<file path="src/design/ntc_pkg.sv">
// Package: resistance table and shared types for the NTC temperature block.
`timescale 1ns / 1ps
`default_nettype none
package ntc_pkg;
   localparam int TABLE_LAST = 160;
   localparam logic [15:0] OHMS_TABLE [0:TABLE_LAST] = '{
      16'd29686,16'd27929,16'd26277,16'd24726,16'd23270,16'd21958,16'd20664,16'd19453,
      16'd18321,16'd17261,16'd16268,16'd15348,16'd14486,16'd13677,16'd12916,16'd12202,
      16'd11536,16'd10909,16'd10319,16'd9764,16'd9241,16'd8777,16'd8338,16'd7922,
      16'd7527,16'd7152,16'd6765,16'd6400,16'd6060,16'd5737,16'd5434,16'd5153,
      16'd4888,16'd4638,16'd4402,16'd4180,16'd3970,16'd3772,16'd3585,16'd3409,
      16'd3242,16'd3083,16'd2933,16'd2790,16'd2656,16'd2529,16'd2409,16'd2296,
      16'd2188,16'd2086,16'd1990,16'd1895,16'd1806,16'd1722,16'd1642,16'd1567,
      16'd1496,16'd1429,16'd1365,16'd1305,16'd1247,16'd1193,16'd1141,16'd1092,
      16'd1045,16'd1000,16'd958,16'd917,16'd879,16'd842,16'd807,16'd773,
      16'd742,16'd711,16'd682,16'd654,16'd628,16'd602,16'd578,16'd555,
      16'd533,16'd512,16'd491,16'd472,16'd453,16'd436,16'd419,16'd403,
      16'd388,16'd373,16'd359,16'd345,16'd333,16'd320,16'd308,16'd297,
      16'd296,16'd275,16'd265,16'd255,16'd246,16'd237,16'd229,16'd222,
      16'd214,16'd207,16'd200,16'd193,16'd187,16'd180,16'd174,16'd168,
      16'd163,16'd157,16'd152,16'd147,16'd142,16'd138,16'd133,16'd129,
      16'd125,16'd121,16'd117,16'd113,16'd110,16'd106,16'd103,16'd100,
      16'd97,16'd94,16'd91,16'd88,16'd85,16'd83,16'd80,16'd78,
      16'd76,16'd73,16'd71,16'd69,16'd67,16'd65,16'd63,16'd62,
      16'd60,16'd58,16'd57,16'd55,16'd53,16'd52,16'd50,16'd49,
      16'd48,16'd46,16'd45,16'd44,16'd43,16'd41,16'd40,16'd39,
      16'd37};
   localparam logic [9:0] RES_SCALE = 10'd1000;
   localparam logic [16:0] RES_MAX = 17'd65535;

   typedef struct packed {
      logic start_div;   // load divider with the latched code
      logic start_srch;  // start table search on quotient
      logic store;       // write index into ring
      logic advance;     // step write position / lap
      logic start_filt;  // begin filtering one slot
      logic next_slot;   // step filter slot
   } ctl_type;

   typedef struct packed {
      logic div_done;
      logic srch_done;
      logic filt_done;
      logic last_slot;
   } sts_type;
endpackage
`default_nettype wire

</file>
<file path="src/design/ntc_datapath.sv">
// Datapath: divider, table search, sample ring and filter accumulator.
`timescale 1ns / 1ps
`default_nettype none
module ntc_datapath
   import ntc_pkg::*;
#(
   parameter int NUM_SLOTS  = 8,
   parameter int RING_DEPTH = 8
) (
   input  wire logic       clock,
   input  wire logic       reset,
   input  wire logic       load,
   input  wire logic [2:0] in_slot,
   input  wire logic [9:0] in_code,
   input  wire ctl_type    ctl,
   output sts_type         sts,
   output logic [2:0]      res_slot,
   output logic [7:0]      res_index,
   output logic            res_last
);
   localparam int SW = (NUM_SLOTS > 1) ? $clog2(NUM_SLOTS) : 1;
   localparam int PW = (RING_DEPTH > 1) ? $clog2(RING_DEPTH) : 1;
   localparam int CW = $clog2(RING_DEPTH + 1);
   localparam int AW = SW + PW;
   localparam int MW = 8 + CW;
   localparam int DEPTH = NUM_SLOTS * RING_DEPTH;

   logic [2:0]  slot_ff;
   logic [9:0]  code_ff;
   // restoring divider: 20-bit dividend, 11-bit divisor
   logic [19:0] quo_ff, quo_in;
   logic [10:0] rem_ff, rem_in;
   logic [4:0]  dcnt_ff, dcnt_in;
   logic        dbusy_ff, dbusy_in;
   logic [16:0] r_ff;
   logic [7:0]  n_ff, n_in;
   logic        sbusy_ff, sbusy_in;
   logic        sdone_ff, sdone_in;
   logic [PW-1:0] wpos_ff, wpos_in;
   logic        first_ff, first_in;
   logic [SW-1:0] fslot_ff, fslot_in;
   logic [CW-1:0] k_ff, k_in;
   logic        fbusy_ff, fbusy_in;
   logic        fdone_ff, fdone_in;
   logic        rd_pend_ff;
   logic [MW-1:0] sum_ff, sum_in;
   logic [7:0]  mx_ff, mx_in, mn_ff, mn_in;
   logic [7:0]  rd_ff;
   logic [7:0]  ring [0:DEPTH-1];
   // result division by small count (iterative subtract)
   logic [MW-1:0] dv_ff, dv_in;
   logic [7:0]  q_ff, q_in;
   logic        qbusy_ff, qbusy_in;
   logic [CW-1:0] cnt;
   logic [AW-1:0] waddr, raddr;
   logic [11:0] trial;
   logic [16:0] rsat;

   always_ff @(posedge clock) begin
      if (load) begin
         slot_ff <= in_slot;
         code_ff <= in_code;
      end
   end

   assign trial = {rem_ff, quo_ff[19]} - {1'b0, 11'd1024 - {1'b0, code_ff}};
   assign rsat  = (quo_ff > {3'b0, RES_MAX}) ? RES_MAX : quo_ff[16:0];

   always_comb begin
      quo_in = quo_ff; rem_in = rem_ff; dcnt_in = dcnt_ff; dbusy_in = dbusy_ff;
      if (ctl.start_div) begin
         quo_in = 20'(code_ff) * 20'(RES_SCALE);
         rem_in = '0; dcnt_in = '0; dbusy_in = 1'b1;
      end else if (dbusy_ff) begin
         if (!trial[11]) begin
            rem_in = trial[10:0];
            quo_in = {quo_ff[18:0], 1'b1};
         end else begin
            rem_in = {rem_ff[9:0], quo_ff[19]};
            quo_in = {quo_ff[18:0], 1'b0};
         end
         dcnt_in = dcnt_ff + 5'd1;
         if (dcnt_ff == 5'd19) dbusy_in = 1'b0;
      end
   end

   always_ff @(posedge clock) begin
      quo_ff <= quo_in; rem_ff <= rem_in; dcnt_ff <= dcnt_in;
      if (reset) dbusy_ff <= 1'b0; else dbusy_ff <= dbusy_in;
   end
   assign sts.div_done = !dbusy_ff;

   // linear table search, one entry per cycle
   always_comb begin
      n_in = n_ff; sbusy_in = sbusy_ff; sdone_in = 1'b0;
      if (ctl.start_srch) begin
         n_in = '0; sbusy_in = 1'b1;
         if (rsat > {1'b0, OHMS_TABLE[0]}) begin
            sbusy_in = 1'b0; sdone_in = 1'b1;
         end else if (rsat < {1'b0, OHMS_TABLE[TABLE_LAST]}) begin
            n_in = 8'(TABLE_LAST); sbusy_in = 1'b0; sdone_in = 1'b1;
         end
      end else if (sbusy_ff) begin
         if (n_ff < 8'(TABLE_LAST) && r_ff < {1'b0, OHMS_TABLE[n_ff]}) begin
            n_in = n_ff + 8'd1;
         end else begin
            sbusy_in = 1'b0; sdone_in = 1'b1;
            if (n_ff != 8'd0 &&
                (r_ff - {1'b0, OHMS_TABLE[n_ff]}) > ({1'b0, OHMS_TABLE[n_ff - 8'd1]} - r_ff))
               n_in = n_ff - 8'd1;
         end
      end
   end

   always_ff @(posedge clock) begin
      if (ctl.start_srch) r_ff <= rsat;
      n_ff <= n_in;
      if (reset) begin
         sbusy_ff <= 1'b0; sdone_ff <= 1'b0;
      end else begin
         sbusy_ff <= sbusy_in; sdone_ff <= sdone_in;
      end
   end
   assign sts.srch_done = sdone_ff;

   // write position and lap
   always_comb begin
      wpos_in = wpos_ff; first_in = first_ff;
      if (ctl.advance) begin
         if (wpos_ff == PW'(RING_DEPTH - 1)) begin
            wpos_in = '0; first_in = 1'b0;
         end else begin
            wpos_in = wpos_ff + PW'(1);
         end
      end
   end
   always_ff @(posedge clock) begin
      if (reset) begin
         wpos_ff <= '0; first_ff <= 1'b1;
      end else begin
         wpos_ff <= wpos_in; first_ff <= first_in;
      end
   end

   assign waddr = AW'(slot_ff[SW-1:0] * RING_DEPTH) + AW'(wpos_ff);
   assign raddr = AW'(fslot_ff * RING_DEPTH) + AW'(k_ff[PW-1:0]);
   assign cnt   = first_ff ? CW'(wpos_ff) : CW'(RING_DEPTH);

   always_ff @(posedge clock) begin
      if (ctl.store) ring[waddr] <= n_ff;
      rd_ff <= ring[raddr];
   end

   // filter: read entries one per cycle, then divide by count (after first lap: drop max, min)
   always_comb begin
      fslot_in = fslot_ff; k_in = k_ff; fbusy_in = fbusy_ff; fdone_in = 1'b0;
      sum_in = sum_ff; mx_in = mx_ff; mn_in = mn_ff;
      dv_in = dv_ff; q_in = q_ff; qbusy_in = qbusy_ff;
      if (ctl.advance) fslot_in = '0;
      if (ctl.next_slot) fslot_in = fslot_ff + SW'(1);
      if (ctl.start_filt) begin
         k_in = '0; fbusy_in = 1'b1; sum_in = '0; mx_in = 8'd0; mn_in = 8'hFF;
         if (cnt == '0) begin
            fbusy_in = 1'b0; dv_in = '0; q_in = '0; qbusy_in = 1'b0; fdone_in = 1'b1;
         end
      end else if (fbusy_ff) begin
         if (rd_pend_ff) begin
            sum_in = sum_ff + MW'(rd_ff);
            if (rd_ff > mx_ff) mx_in = rd_ff;
            if (rd_ff < mn_ff) mn_in = rd_ff;
         end
         if (k_ff < cnt) begin
            k_in = k_ff + CW'(1);
         end else if (!rd_pend_ff) begin
            fbusy_in = 1'b0; qbusy_in = 1'b1; q_in = '0;
            dv_in = first_ff ? sum_ff : sum_ff - MW'(mx_ff) - MW'(mn_ff);
         end
      end else if (qbusy_ff) begin
         if (first_ff ? (dv_ff >= MW'(cnt)) : (dv_ff >= MW'(RING_DEPTH - 2))) begin
            dv_in = dv_ff - (first_ff ? MW'(cnt) : MW'(RING_DEPTH - 2));
            q_in = q_ff + 8'd1;
         end else begin
            qbusy_in = 1'b0; fdone_in = 1'b1;
         end
      end
   end

   always_ff @(posedge clock) begin
      sum_ff <= sum_in; mx_ff <= mx_in; mn_ff <= mn_in; k_ff <= k_in;
      dv_ff <= dv_in; q_ff <= q_in;
      if (reset) begin
         fslot_ff <= '0; fbusy_ff <= 1'b0; fdone_ff <= 1'b0; qbusy_ff <= 1'b0;
         rd_pend_ff <= 1'b0;
      end else begin
         fslot_ff <= fslot_in; fbusy_ff <= fbusy_in; fdone_ff <= fdone_in;
         qbusy_ff <= qbusy_in;
         rd_pend_ff <= fbusy_ff && !ctl.start_filt && (k_ff < cnt);
      end
   end

   assign sts.filt_done = fdone_ff;
   assign sts.last_slot = (fslot_ff == SW'(NUM_SLOTS - 1));
   assign res_slot  = 3'(fslot_ff);
   assign res_index = q_ff;
   assign res_last  = sts.last_slot;
endmodule
`default_nettype wire

</file>
<file path="src/design/ntc_ctrl.sv">
// Controller: sequences conversion, storage and per-slot filtering.
`timescale 1ns / 1ps
`default_nettype none
module ntc_ctrl
   import ntc_pkg::*;
#(
   parameter int NUM_SLOTS = 8
) (
   input  wire logic       clock,
   input  wire logic       reset,
   input  wire logic       in_valid,
   input  wire logic [2:0] in_slot,
   output logic            in_ready,
   output logic            load,
   output logic            out_valid,
   input  wire logic       out_ready,
   output ctl_type         ctl,
   input  wire sts_type    sts
);
   localparam logic [2:0] S_IDLE = 3'd0, S_DIV = 3'd1, S_WAIT = 3'd2, S_SRCH = 3'd3,
                          S_FILT = 3'd4, S_OUT = 3'd5;
   logic [2:0] state_ff, state_in;
   logic       last_ff, last_in;
   logic       started_ff, started_in;

   assign in_ready  = (state_ff == S_IDLE);
   assign load      = in_valid && in_ready;
   assign out_valid = (state_ff == S_OUT);

   always_comb begin
      state_in = state_ff; last_in = last_ff; started_in = 1'b0;
      ctl = '0;
      unique case (state_ff)
         S_IDLE: begin
            if (load && (32'(in_slot) < NUM_SLOTS)) begin
               last_in = (in_slot == 3'(NUM_SLOTS - 1));
               state_in = S_DIV;
            end
         end
         S_DIV: begin
            ctl.start_div = 1'b1; state_in = S_WAIT; started_in = 1'b1;
         end
         S_WAIT: begin
            if (!started_ff && sts.div_done) begin
               ctl.start_srch = 1'b1; state_in = S_SRCH;
            end
         end
         S_SRCH: begin
            if (sts.srch_done) begin
               ctl.store = 1'b1;
               if (last_ff) begin
                  ctl.advance = 1'b1; state_in = S_FILT; started_in = 1'b1;
               end else begin
                  state_in = S_IDLE;
               end
            end
         end
         S_FILT: begin
            if (started_ff) ctl.start_filt = 1'b1;
            else if (sts.filt_done) state_in = S_OUT;
         end
         S_OUT: begin
            if (out_ready) begin
               if (sts.last_slot) begin
                  state_in = S_IDLE;
               end else begin
                  ctl.next_slot = 1'b1; state_in = S_FILT; started_in = 1'b1;
               end
            end
         end
         default: state_in = S_IDLE;
      endcase
   end

   always_ff @(posedge clock) begin
      if (reset) begin
         state_ff <= S_IDLE; last_ff <= 1'b0; started_ff <= 1'b0;
      end else begin
         state_ff <= state_in; last_ff <= last_in; started_ff <= started_in;
      end
   end

   assert property (@(posedge clock) disable iff (reset)
      (ctl.store && !last_ff) |=> in_ready) else $error("ring write did not release input");
   assert property (@(posedge clock) disable iff (reset)
      !(in_ready && out_valid)) else $error("input and output open together");
   assert property (@(posedge clock) disable iff (reset)
      (out_valid && !out_ready) |=> out_valid) else $error("result dropped under stall");
endmodule
`default_nettype wire

</file>
<file path="src/design/ntc_temperature_trimmed_mean.sv">
// Top level: NTC thermistor temperature with per-slot trimmed-mean filter.
// req_ channel: one converter code per sensor slot, slots 0..NUM_SLOTS-1 in order.
// rsp_ channel: after the last slot, NUM_SLOTS filtered indices, slot 0 first,
//   tlast marking the last slot; temperature in C is index minus 40.
// One item at a time: each code passes a 20-step bit-serial divider, then a
// linear search of the 161-entry resistance table (one entry a cycle), before
// req_tready returns.
// Each result reads the slot's ring row one entry a cycle and divides the sum
// (less max and min once the ring has wrapped) by repeated subtraction.
// Reset clears the write position and lap flag; ring contents are undefined
// until written. While the receiver stalls the result holds and no input is taken.
`timescale 1ns / 1ps
`default_nettype none
module ntc_temperature_trimmed_mean
   import ntc_pkg::*;
#(
   parameter int NUM_SLOTS  = 8,
   parameter int RING_DEPTH = 8
) (
   input  wire logic        clock,
   input  wire logic        reset,
   input  wire logic        req_tvalid,
   output logic             req_tready,
   input  wire logic [15:0] req_tdata,   // slot[2:0], adc_code[12:3]
   output logic             rsp_tvalid,
   input  wire logic        rsp_tready,
   output logic [15:0]      rsp_tdata,   // out_slot[2:0], temperature_index[10:3]
   output logic             rsp_tlast
);
   ctl_type    ctl;
   sts_type    sts;
   logic       load;
   logic [2:0] res_slot;
   logic [7:0] res_index;
   logic       res_last;

   ntc_ctrl #(.NUM_SLOTS(NUM_SLOTS)) u_ctrl (
      .clock(clock), .reset(reset), .in_valid(req_tvalid), .in_slot(req_tdata[2:0]),
      .in_ready(req_tready), .load(load), .out_valid(rsp_tvalid),
      .out_ready(rsp_tready), .ctl(ctl), .sts(sts));

   ntc_datapath #(.NUM_SLOTS(NUM_SLOTS), .RING_DEPTH(RING_DEPTH)) u_dp (
      .clock(clock), .reset(reset), .load(load), .in_slot(req_tdata[2:0]),
      .in_code(req_tdata[12:3]), .ctl(ctl), .sts(sts), .res_slot(res_slot),
      .res_index(res_index), .res_last(res_last));

   assign rsp_tdata = {5'd0, res_index, res_slot};
   assign rsp_tlast = res_last;
endmodule
`default_nettype wire

</file>
<file path="config.mk">
export PLATFORM = sky130hd
export DESIGN_NAME = ntc_temperature_trimmed_mean
export DESIGN_NICKNAME = d
export VERILOG_FILES = /design/src/design/ntc_pkg.sv /design/src/design/ntc_datapath.sv /design/src/design/ntc_ctrl.sv /design/src/design/ntc_temperature_trimmed_mean.sv
export SDC_FILE = /design/constraint.sdc
export NUM_CORES = 1
export LEC_CHECK = 0
export ABC_CLOCK_PERIOD_IN_PS = 9800
export BUFFER_PORTS_ARGS = -buffer_cell sky130_fd_sc_hd__buf_2
export CELL_PAD_IN_SITES_DETAIL_PLACEMENT = 1
export CELL_PAD_IN_SITES_GLOBAL_PLACEMENT = 2
export CORE_MARGIN = 4
export CORE_UTILIZATION = 45
export DETAILED_ROUTE_END_ITERATION = 12
export GPL_ROUTABILITY_DRIVEN = 1
export PLACE_DENSITY_LB_ADDON = 0.1
export SYNTH_ARGS = -nofsm -noshare
export SYNTH_HDL_FRONTEND = slang
export SYNTH_SLANG_ARGS = --single-unit
export TNS_END_PERCENT = 100
</file>
<file path="constraint.sdc">
create_clock -name clock -period 9.8 [get_ports clock]
set_input_delay 0 -clock clock [delete_from_list [all_inputs] [get_ports clock]]
set_output_delay 0 -clock clock [all_outputs]
set_load 0.01 [all_outputs]
</file>
* After elaboration in Yosys (flattened, before gate mapping)
Memory sizes are Yosys's and may differ from the RTL's. A register that Yosys moved wholly into a read port is not among the register bits. Cells that the tools add are included.
Operators by class: multiplexer cells 90, bitwise operators 2, multipliers 1, add/subtract/negate cells 17, magnitude comparators 13, equal/unequal tests 18, reduce and logical (&&, ||, !) cells 28
Operators with widths (count):
- $mux 8 | 13
- $mux 12 | 8
- $mux 16 | 4
- $mux 1 | 44
- $mux 20 | 2
- $mux 3 | 11
- $sub 12x8->12 | 2
- $gt 20x16->1 const B | 1
- $ge 9x9->1 const B | 2
- $not 8->9 | 2
- $pmux 3 s6 | 1
- $gt 17x15->1 const B | 1
- $gt 17x17->1 | 1
- $lt 17x16->1 | 1
- $lt 17x6->1 const B | 1
- $mul 10x7->17 const B | 1
- $mux 17 | 1
- $sub 16x17->17 | 1
- $sub 17x16->17 | 1
- $add 8x1->8 const B | 2
- $eq 3x3->1 const B | 5
- $add 12x8->12 | 1
- $add 6x3->6 | 2
- $ge 12x3->1 const B | 1
- other kinds (33) | 60
Word-level totals: bits in writable memories 512, input port bits 20, logic and storage cells 199, memories kept 3, bits in registers 145, ROM bits 8192
Memories:
- (name not given) | words 256, bits a word 16, read ports 1, clocked after Yosys merged registers in 0, wr ports 0, line ntc_datapath.sv:104 | if (n_ff < 8'(TABLE_LAST) && r_ff < {1'b0, OHMS_TABLE[n_ff]}) begin
- (name not given) | words 256, bits a word 16, read ports 1, clocked after Yosys merged registers in 0, wr ports 0, line ntc_datapath.sv:109 | (r_ff - {1'b0, OHMS_TABLE[n_ff]}) > ({1'b0, OHMS_TABLE[n_ff - 8'd1]} - r_ff))
- u_dp.ring | words 64, bits a word 8, read ports 1, clocked after Yosys merged registers in 1, wr ports 1, line ntc_datapath.sv:49 | logic [7:0] ring [0:DEPTH-1];

* Depth between registers and ports, before layout
depth after elaboration 12, mapped depth 31, gate-level depth less buffers 27

* Cells and area by module
From an unflattened synthesis, not the netlist that was laid out.
Unflattened totals: cells, all modules 3253, area total of the unflattened synthesis 37763.7 um^2
Modules (own cells, without submodules):
- ntc_datapath | area each 37293.3 um^2, times used 1, cells each 3195
- ntc_ctrl | area each 429.2 um^2, times used 1, cells each 52
- ntc_temperature_trimmed_mean | area each 41.3 um^2, times used 1, cells each 6

* Worst setup path before layout
No wires, ideal clock.
path kind reg2reg, start register u_dp.n_ff[0], end register u_dp.n_ff[0], enable pin, stages on the path, launching flop included 32, path slack 2.314 ns, path buffers 6, data arrival time 7.204 ns, period minus slack after synthesis 7.486 ns, data required time 9.517 ns, cells stage by stage edfxtp_1 buf_2 clkinv_1 ha_1 clkbuf_1 inv_1 ha_1 buf_2 buf_2 buf_1 clkbuf_1 nand3_1 o21ai_0 nand2_1 nand4_1 o311ai_0 ha_1 fa_1 nand2b_1 a21boi_0 o21ai_0 a21oi_1 a21oi_1 nor2b_1 o21ai_0 a211o_1 ha_1 a21o_1 a21o_1 a221oi_1 o21ai_0 a211o_1
Between the ends: word-level cells in the longest chain between the ends 10
Ends and longest elaborated chain:
- from (decl) | line ntc_datapath.sv:36 | logic [7:0] n_ff, n_in;
- from (signal assigned) | line ntc_datapath.sv:117 | n_ff <= n_in;
- $sub 8x1->8 | line ntc_datapath.sv:109
- $not 8->9 (implied by the code) | line ntc_datapath.sv:109
- $mem_v2 256x16
- $mux 16 (implied by the code) (2 in a row) | line ntc_datapath.sv:109
- $sub 16x17->17 | line ntc_datapath.sv:109
- $gt 17x17->1 | line ntc_datapath.sv:109
- $logic_and 1x1->1 | line ntc_datapath.sv:108 | if (n_ff != 8'd0 &&
- $reduce_bool 3->1 (no source line) *
- $reduce_and 2->1 (no source line) *
Every way passes the cells marked *; elsewhere a longest branch is shown, timed or not. The select of a mux whose other input is x is not followed. A chain may end at the register's enable or synchronous reset.

* Worst setup path in the final report
start register u_dp.n_ff[0], end register u_dp.n_ff[5], enable pin
The elaborated chain is that of the path after synthesis.

==> impl_metrics.json <==
{
  "synth-compound-area-share_pct": 13.2,
  "grt_pass1_vias": 27396,
  "synth_xor_area_share_pct": 2.52,
  "cap_violations": 0,
  "cts_root_buf": "clkbuf_16",
  "hold_path_class": "in2reg",
  "grt_pass1_wl_um": 174000,
  "ys_types": 79,
  "utilization_pct": 50.0,
  "hold_viol": 0,
  "ant_nets": 0,
  "status": "finished clean",
  "antenna_found_initial": 4,
  "place_congestion": 0.864,
  "port_buffers": 30,
  "drc": 0,
  "setup_viol": 0,
  "p_int_mw": 5.78,
  "timing.final.crit_share_pct": 83.0,
  "grt_busiest_layer": "met2",
  "final_layout_size_suffix_gt1_share_pct": 10.5,
  "synth-main-ff-cell": "edfxtp_1",
  "startpoint_type": "flip-flop",
  "postSynthAreaPerCell_um2": 11.7,
  "ys_seq_area_share_pct": 51.8,
  "syn_inst": 3168,
  "clk_pin_slew_worst_paths_ns": 0.07,
  "finalPower_mw": 8.61,
  "fin_tns_setup_ns": 0,
  "wl_um": 113000,
  "gr-usage-met3_pct": 3.69,
  "synth_area_um2": 37100,
  "track_usage_pct": 26.1,
  "cpPeakStageDelay_ns": 0.94,
  "multi_input_area_um2": 16700,
  "nets": 3405,
  "cts_max_level": 3,
  "ir_worst_vdd_uv": 159,
  "yosys_register_bits": 665,
  "hold_path.startpoint": "req_tdata[3]",
  "maxSlewViolCount": 0,
  "synthMuxAreaShare_pct": 9.43,
  "vias_per_cell": 6.21,
  "seq_power_share_pct": 38.7,
  "whs_endpoint": "u_dp.code_ff[0]",
  "leakagePower_nw": 14.3,
  "slew_headroom_pct": 16.8,
  "dp.cells": 4126,
  "cp_slowest_cell": "xnor2_2",
  "die_h_um": 295,
  "skew_ns": 0.0746,
  "io_pins": 39,
  "place_hpwl_um": 76200,
  "p_comb_share_pct": 28.3,
  "crit_family": "compound AO/OA/AOI/OAI gates",
  "cts_tree": "built",
  "cts_setup_buffers": 0,
  "n_antenna_cell": 0,
  "regToRegEndpoint": "u_dp.n_ff[5]",
  "r2r_slack_ns": 1.66,
  "seqCellArea_um2": 19200,
  "tightestPinTransition_ns": 1.25,
  "fp-row-count": 105,
  "synth-simple-area-share_pct": 10.9,
  "yosys-top-cells-area": "edfxtp_1 (48%), ha_1 (6.5%), mux4_2 (5.8%)",
  "cp_cell_sequence": "buf_4 -> buf_4 -> a21boi_4 -> xnor2_2 -> buf_4 -> nand2_1 -> o211ai_1 -> a21oi_1 -> o311ai_0 -> ha_1 -> fa_1 -> nand2b_1 -> a21boi_0 -> o21ai_0 -> a211o_1 -> inv_1 -> or3_1 -> a21oi_1 -> xor2_1 -> ha_1 -> and4_1 -> a221oi_1 -> o21ai_0 -> a211o_1",
  "rsz0062_at_grt": "false",
  "yosysMostFrequentCell": "edfxtp_1",
  "synth_top_area_cell": "edfxtp_1",
  "synth_fa_ha_area_share_pct": 8.80,
  "clk_latency_ns": 0.66,
  "yosysTopAreaCellShare_pct": 47.5,
  "yosys_warnings": 0,
  "fin_crit_ns": 8.14,
  "nFillCells": 8398,
  "fmax_ghz": 0.123,
  "synth_top_family_by_area": "compound AO/OA/AOI/OAI gates",
  "clk_path_buf_depth": 3,
  "cp-end-kind": "flip-flop",
  "synth_edf_count": 587,
  "min_path_cells": 2,
  "drt_iter0_drc": 2208,
  "crit_type": "reg2reg",
  "required_ns": 10.10,
  "critPathBufInv": 4,
  "path_max_fanout": 67,
  "cts_inserted_buffers": 76,
  "finalWorstSetupSlack_ns": 1.66,
  "cts.sinks": 665,
  "synthArstFlopShare_pct": 0,
  "dieArea_um2": 87000,
  "pre_cts_slack_ns": 1.76,
  "dr.pass1.iters": 5,
  "critPathArrivalTime_ns": 8.43,
  "ff2ff_path_depth": 24,
  "grt_max_degree": 171,
  "via_count": 26573,
  "synth_common_cells": "edfxtp_1 (587), nor2_1 (270), nand2_1 (235), a21oi_1 (215), ha_1 (192)",
  "use_met1_pct": 37.8,
  "grt_remaining_overflow": 0,
  "p_switching_mw": 2.83,
  "pwr-share-clk_pct": 32.9,
  "wl_per_cell_um": 26.5,
  "final_cells": 4280,
  "start_util_pct": 45.3,
  "r2r_start": "u_dp.n_ff[0]",
  "syn2layout_area_growth_pct": 10.3,
  "cpMostUsedCell": "buf_4",
  "die_w_um": 295,
  "swShare_pct": 32.9,
  "grtUsageMet2_pct": 41.2,
  "powerDensity_nw_per_um2": 210,
  "coreArea_um2": 81800
}
==> cell families (layout without fill, tap and decap cells) <==
logic type / Yosys count / count (layout)
multiplexers: 230 / 230
other: 1 / 6
XOR/XNOR: 105 / 105
AND/OR/NAND/NOR: 861 / 861
buffers and inverters: 312 / 349
AO/OA/AOI/OAI: 759 / 759
adder cells (fa/ha/maj): 235 / 235
flip-flops: 665 / 665
==> worst max path at each step <==
stage | depth (start not counted) | from | slack [ns] | endpoint
after global placement | 24 | u_dp.n_ff[1] | 1.84 | u_dp.n_ff[0]
final | 24 | u_dp.n_ff[0] | 1.66 | u_dp.n_ff[5]
after floorplan | 31 | u_dp.n_ff[0] | 2.31 | u_dp.n_ff[0]
after detailed placement | 24 | u_dp.n_ff[0] | 1.76 | u_dp.n_ff[2]
after CTS | 24 | u_dp.n_ff[0] | 1.68 | u_dp.n_ff[5]
after global routing | 24 | u_dp.n_ff[0] | 1.01 | u_dp.n_ff[5]
==> cells in the final DEF, fill, tap and decap left out, types with 27 or more instances in the layout <==
cell type | netlist | layout
edfxtp_1 | 587 | 587
nor2_1 | 270 | 270
nand2_1 | 235 | 235
a21oi_1 | 215 | 215
ha_1 | 192 | 191
o21ai_0 | 161 | 161
mux2i_1 | 131 | 131
inv_1 | 101 | 101
mux4_2 | 95 | 95
nand3_1 | 79 | 79
clkbuf_16 | 0 | 76
dfxtp_1 | 78 | 75
o221ai_1 | 61 | 61
buf_4 | 13 | 61
nor3_1 | 58 | 57
a211oi_1 | 57 | 57
xnor2_1 | 57 | 52
nand2b_1 | 50 | 50
xor2_1 | 46 | 46
nor2b_1 | 43 | 43
fa_1 | 43 | 43
a21o_1 | 35 | 35
a31oi_1 | 34 | 34
o211ai_1 | 31 | 31
buf_2 | 45 | 30
o22ai_1 | 27 | 27
==> flip-flops by register name, indices dropped and copies added, names as in the netlist, 10 cells and up <==
| register | cells |
|---|---|
| u_dp.code_ff | 10 |
| u_dp.dv_ff | 12 |
| u_dp.ring | 512 |
| u_dp.r_ff | 17 |
| u_dp.quo_ff | 20 |
| u_dp.rem_ff | 11 |
| u_dp.sum_ff | 12 |
==> per-layer routing <==
metal  share of wire, %  vias up
li1                   -    11994
met1                 45    13571
met2                 46      825
met3                5.8      181
met4                2.8        2
met5              0.011        -
==> area by class of cell <==
cell class,count,share of cell area [%]
flip-flops and latches,665,46.9
inverters,103,0.945
well taps,1070,3.27
clock inverters,43,1.28
repair buffers,108,1.93
multi-input cells,2196,40.8
clock buffers,95,4.85
==> power groups by stage <==
stage / logic (mW) / registers, mW / clock network, mW
2_1_floorplan: 1.75 / 3.36 / 0
3_3_place_gp: 2.34 / 3.39 / 0
3_5_place_dp: 2.41 / 3.39 / 0
4_1_cts: 2.44 / 3.33 / 2.90
5_1_grt: 2.72 / 3.35 / 3.03
6_report: 2.44 / 3.33 / 2.83
==> metrics by stage <==
step                      area [um^2]  hold WS (ns)
after global placement          38200         0.178
after CTS                       40900        0.0346
after floorplan                 37100        0.0989
after global routing            40900        0.0661
after detailed placement        38200         0.180
final                           40900        0.0694
==> timing repair <==
action / in CTS / in global routing
resized for setup: 0 / 0
hold buffers: 16 / 0
endpoints found under the hold margin: 30 / 0
Power figures use the tool's default switching activity.
